==> src/design/kct_pkg.sv <==
// Package: shared types and constants of the keyed counter table.
package kct_pkg;

    localparam int unsigned KEY_BITS   = 257;   // kind bit + 256 key bits
    localparam int unsigned CNT_BITS   = 20;
    localparam int unsigned TOT_BITS   = 26;
    localparam int unsigned USED_BITS  = 7;
    localparam logic [CNT_BITS-1:0]  COUNT_MAX = 20'd999999;
    localparam logic [TOT_BITS-1:0]  TOT_FIELD_MAX = 26'h3FFFFFF;
    localparam logic [USED_BITS-1:0] USED_FIELD_MAX = 7'h7F;

    typedef enum logic [1:0] {
        OP_SET  = 2'd0,
        OP_INC  = 2'd1,
        OP_CLR  = 2'd2,
        OP_LOOK = 2'd3
    } op_t;

    typedef enum logic [1:0] {
        ST_OK   = 2'd0,
        ST_BAD  = 2'd1,
        ST_DUP  = 2'd2,
        ST_FULL = 2'd3
    } status_t;

    // One classified transaction handed from front to back.
    typedef struct packed {
        op_t                 op;
        logic [KEY_BITS-1:0] key;
        logic [CNT_BITS-1:0] cnt;
        logic                cnt_bad;
    } cmd_t;

    typedef enum logic [2:0] {
        BK_IDLE,
        BK_SCAN,
        BK_EXEC,
        BK_SHIFT_RD,
        BK_SHIFT_WR,
        BK_DONE
    } bk_state_t;

endpackage

==> src/design/kct_front.sv <==
// Front end: takes commands, normalizes the key, checks the count, queues.
module kct_front (
    input  logic                clk,
    input  logic                rst_n,
    input  logic                start,
    input  logic                q_busy,
    input  logic [1:0]          operation,
    input  logic                key_kind,
    input  logic [63:0]         key_word0,
    input  logic [63:0]         key_word1,
    input  logic [63:0]         key_word2,
    input  logic [63:0]         key_word3,
    input  logic [19:0]         new_count,
    output logic                cmd_valid,
    output kct_pkg::cmd_t       cmd,
    input  logic                cmd_pop
);
    import kct_pkg::*;

    // One-entry queue between front and back.
    logic valid_reg;
    cmd_t cmd_reg;
    cmd_t cmd_next;

    always_comb
    begin
        cmd_next.op  = op_t'(operation);
        cmd_next.cnt = new_count;
        cmd_next.cnt_bad = (new_count == '0) || (new_count > COUNT_MAX);
        if (key_kind)
        begin
            cmd_next.key = {1'b1, key_word3, key_word2, key_word1, key_word0};
        end
        else
        begin
            cmd_next.key = {1'b0, 192'd0, 32'd0, key_word0[31:0]};
        end
    end

    always_ff @(posedge clk or negedge rst_n)
    begin
        if (!rst_n)
        begin
            valid_reg <= 1'b0;
        end
        else if (start && !q_busy)
        begin
            valid_reg <= 1'b1;
        end
        else if (cmd_pop)
        begin
            valid_reg <= 1'b0;
        end
    end

    always_ff @(posedge clk)
    begin
        if (start && !q_busy)
        begin
            cmd_reg <= cmd_next;
        end
    end

    assign cmd_valid = valid_reg;
    assign cmd       = cmd_reg;
endmodule

==> config.mk <==
export PLATFORM = sky130hd
export DESIGN_NAME = kct_front
export DESIGN_NICKNAME = d
export VERILOG_FILES = /design/src/design/kct_pkg.sv /design/src/design/kct_front.sv
export SDC_FILE = /design/constraint.sdc
export NUM_CORES = 1
export LEC_CHECK = 0
export BUFFER_PORTS_ARGS = -buffer_cell sky130_fd_sc_hd__buf_2
export CORE_AREA = 2 2 217 219
export CTS_CLUSTER_SIZE = 24
export DETAILED_ROUTE_END_ITERATION = 8
export DIE_AREA = 0 0 219 221
export PLACE_DENSITY_LB_ADDON = 0.2
export SLEW_MARGIN = 20
export SYNTH_ARGS = -nofsm -noshare
export SYNTH_HDL_FRONTEND = slang
export SYNTH_SLANG_ARGS = --single-unit
==> constraint.sdc <==
create_clock -name clk -period 0.8 [get_ports clk]
set_input_delay 0.12 -clock clk [delete_from_list [all_inputs] [get_ports clk]]
set_output_delay 0.12 -clock clk [all_outputs]
set_load 0.01 [all_outputs]
==> metrics.txt <==
failing checks setup timing; synth top area cells edfxtp_1 (84%), and2_1 (14%), clkbuf_2 (0.80%); peak per-stage delay on the critical path 0.42 ns; initial antenna violation count 4; Reg2Reg Setup Slack 0.15 ns; slew margin rel. 78.14%; first-pass GRT wire length 48610 um; Starting Density 21.82%; # IOs 565; number of port buffers 564; PnR worst setup slack -0.4695 ns; post-synth top area share 83.64%; DRT iter0 DRCs 344; H-tree depth 1; vias in the first global route 8660; Synth cell types 17; Mean Syn Cell Area 18.51 um^2; HPWL Detailed 24120 um; placed cells 1732; CTS tree yes; Worst Tran Pin Value 0.3249 ns; Routed Antenna Nets 0; Setup Skew 0 ns; WP data arrival 1.15 ns; Chip Height 221 um; vias 7821; Mapped Nets 827; clock tree buffer depth 3; Die W 219 um; Worst-Skew Late Latency 0.55 ns; Fin Setup TNS -111.52 ns; total power 0.03618 W; CTS sink count 281; Nets 1723; Leak Pwr 7.214 nW; max FFs per register 280; Worst Path Buf+Inv 1; Synth area leader edfxtp_1; CP cell instances buf_6; die area 48400 um^2; Area Overhead vs Synth 78.19%; CTS clock-pin slew for the worst setup and hold paths 0.06 ns; final hold vios 0; Critical Path Stages 1; DR pass1 iterations 4; CP required 0.68 ns; Yosys warning total 0; Tcrit/Tclk final 158.7%; Worst Setup SP cmd[171]; slowest CP cell edfxtp_1; Mapped Cells 543; crit path max fanout 1; Root Driver clkbuf_16; hold_ws 0.01852 ns; CTS buffer count 31; Total GRT Usage 12.96%; max-cap viol count 0; startpoint types flip-flop; Vias per Instance 3.775; final core occ 38.89%; CP endpoint kind primary output; global placement routability congestion 0.8093; routed len/inst 15.89 um; grt total ovfl 0; unrepaired setup endpoints after global routing yes; post-synthesis sequential area ratio 83.89%; Layout Cells excl Fill 2072; largest net degree at the start of global routing 65; Post-Route WL 32920 um; reg2reg path depth 1; Rows 79; power per cell area 2020 nW/um^2; CP Capture Point cmd[171]; drt drc 0; Reg-to-Reg Start cmd_valid; Core Region 46060 um^2; CP top delay family flip-flops; VDD IR max 0.001520 V; FF+latch count, synth 281; Final Setup Violations 282; fin crit period 1.270 ns; mapped cell area 10050 um^2; RR Endpoint cmd_valid; Crit Path Category reg -> out; final max-slew violation count 0; FMAX 0.7877 GHz; Hold Crit Class in -> reg; fraction of layout cells with a size suffix above 1 44.81%; outcome finished with violations
synth_stat cells (all sizes together):
| library cell | n |
|---|---|
| edfxtp | 280 |
| and2 | 224 |
| clkbuf | 24 |
| nor4 | 3 |
| nor3 | 2 |
| a21o | 1 |
| and4 | 1 |
| dfrtp | 1 |
| inv | 1 |
| nand4 | 1 |
| nor2b | 1 |
| o21ai | 1 |
| o31a | 1 |
| o32ai | 1 |
| or4 | 1 |
per-layer routing:
metal  share of wire, %  wire, um  track usage [%]  vias to the layer above
met4                2.8       922            4.599                        6
met2                 51     16690            23.27                      319
li1                   -         -                -                     3736
met1                 38     12530            14.54                     3704
met3                8.3      2729            3.643                       56
met5               0.13        44                0                        -
cell usage in the layout, fill, tap and decap left out, types with 3 or more instances in the layout:
master         count
and2_1           224
nor4_1             3
edfxtp_1         280
bufinv_16          4
buf_4             31
clkinv_2           9
clkinv_1           9
buf_12            12
clkbuf_1           3
buf_2            548
buf_6             15
dlygate4sd3_1    281
clkbuf_16         31
area by class of cell:
class	instances	area (um^2)
antenna	1	2.502
clock buffer	34	787.0
clock inverter	24	216.5
fill	4445	28150
inverter	1	3.754
multi-input combinational	237	1513
sequential	281	8433
tap	607	759.5
timing repair buffer	887	6197
worst min path at each step:
stage | startpoint | endpoint | slack [ns] | depth (start not counted)
6_report | new_count[15] | cmd[0] | 0.02 | 4
5_1_grt | new_count[11] | cmd[0] | -0.008 | 4
4_1_cts | new_count[15] | cmd[0] | -0.02 | 4
3_5_place_dp | rst_n | cmd_valid | -0.10 | 1
3_3_place_gp | rst_n | cmd_valid | -0.10 | 1
2_1_floorplan | rst_n | cmd_valid | -0.18 | 0
timing repair:
action                                  CTS  global route
hold buffers                            281             5
pin swaps                                 0             2
gates resized for setup                   4            20
setup buffers                             0             0
hold endpoints to repair                281             6
endpoints found under the setup margin  281           282
cells by family after synthesis:
family          Yosys count  synth area share [%]
compound gates            4                0.3735
flops                   281                 83.89
simple gates            233                 14.60
buf+inv                  25                 1.133
report_power, final:
part | total [W] | switching [W] | leakage (nW) | internal (W)
logic | 0.00456 | 0.00202 | 4.22 | 0.00254
clock network | 0.0141 | 0.00572 | 0.500 | 0.00833
registers | 0.0176 | 0.000261 | 2.49 | 0.0173
total | 0.0362 | 0.00801 | 7.21 | 0.0282
through the flow:
step	cell area, um^2	setup WS, ns
after floorplan	10060	-3.952
after global placement	14000	-0.5129
after detailed placement	14000	-0.5167
after CTS	17830	-0.5337
after global routing	17910	-0.5175
final	17910	-0.4695
No activity file was read; power rests on OpenSTA's default activity.
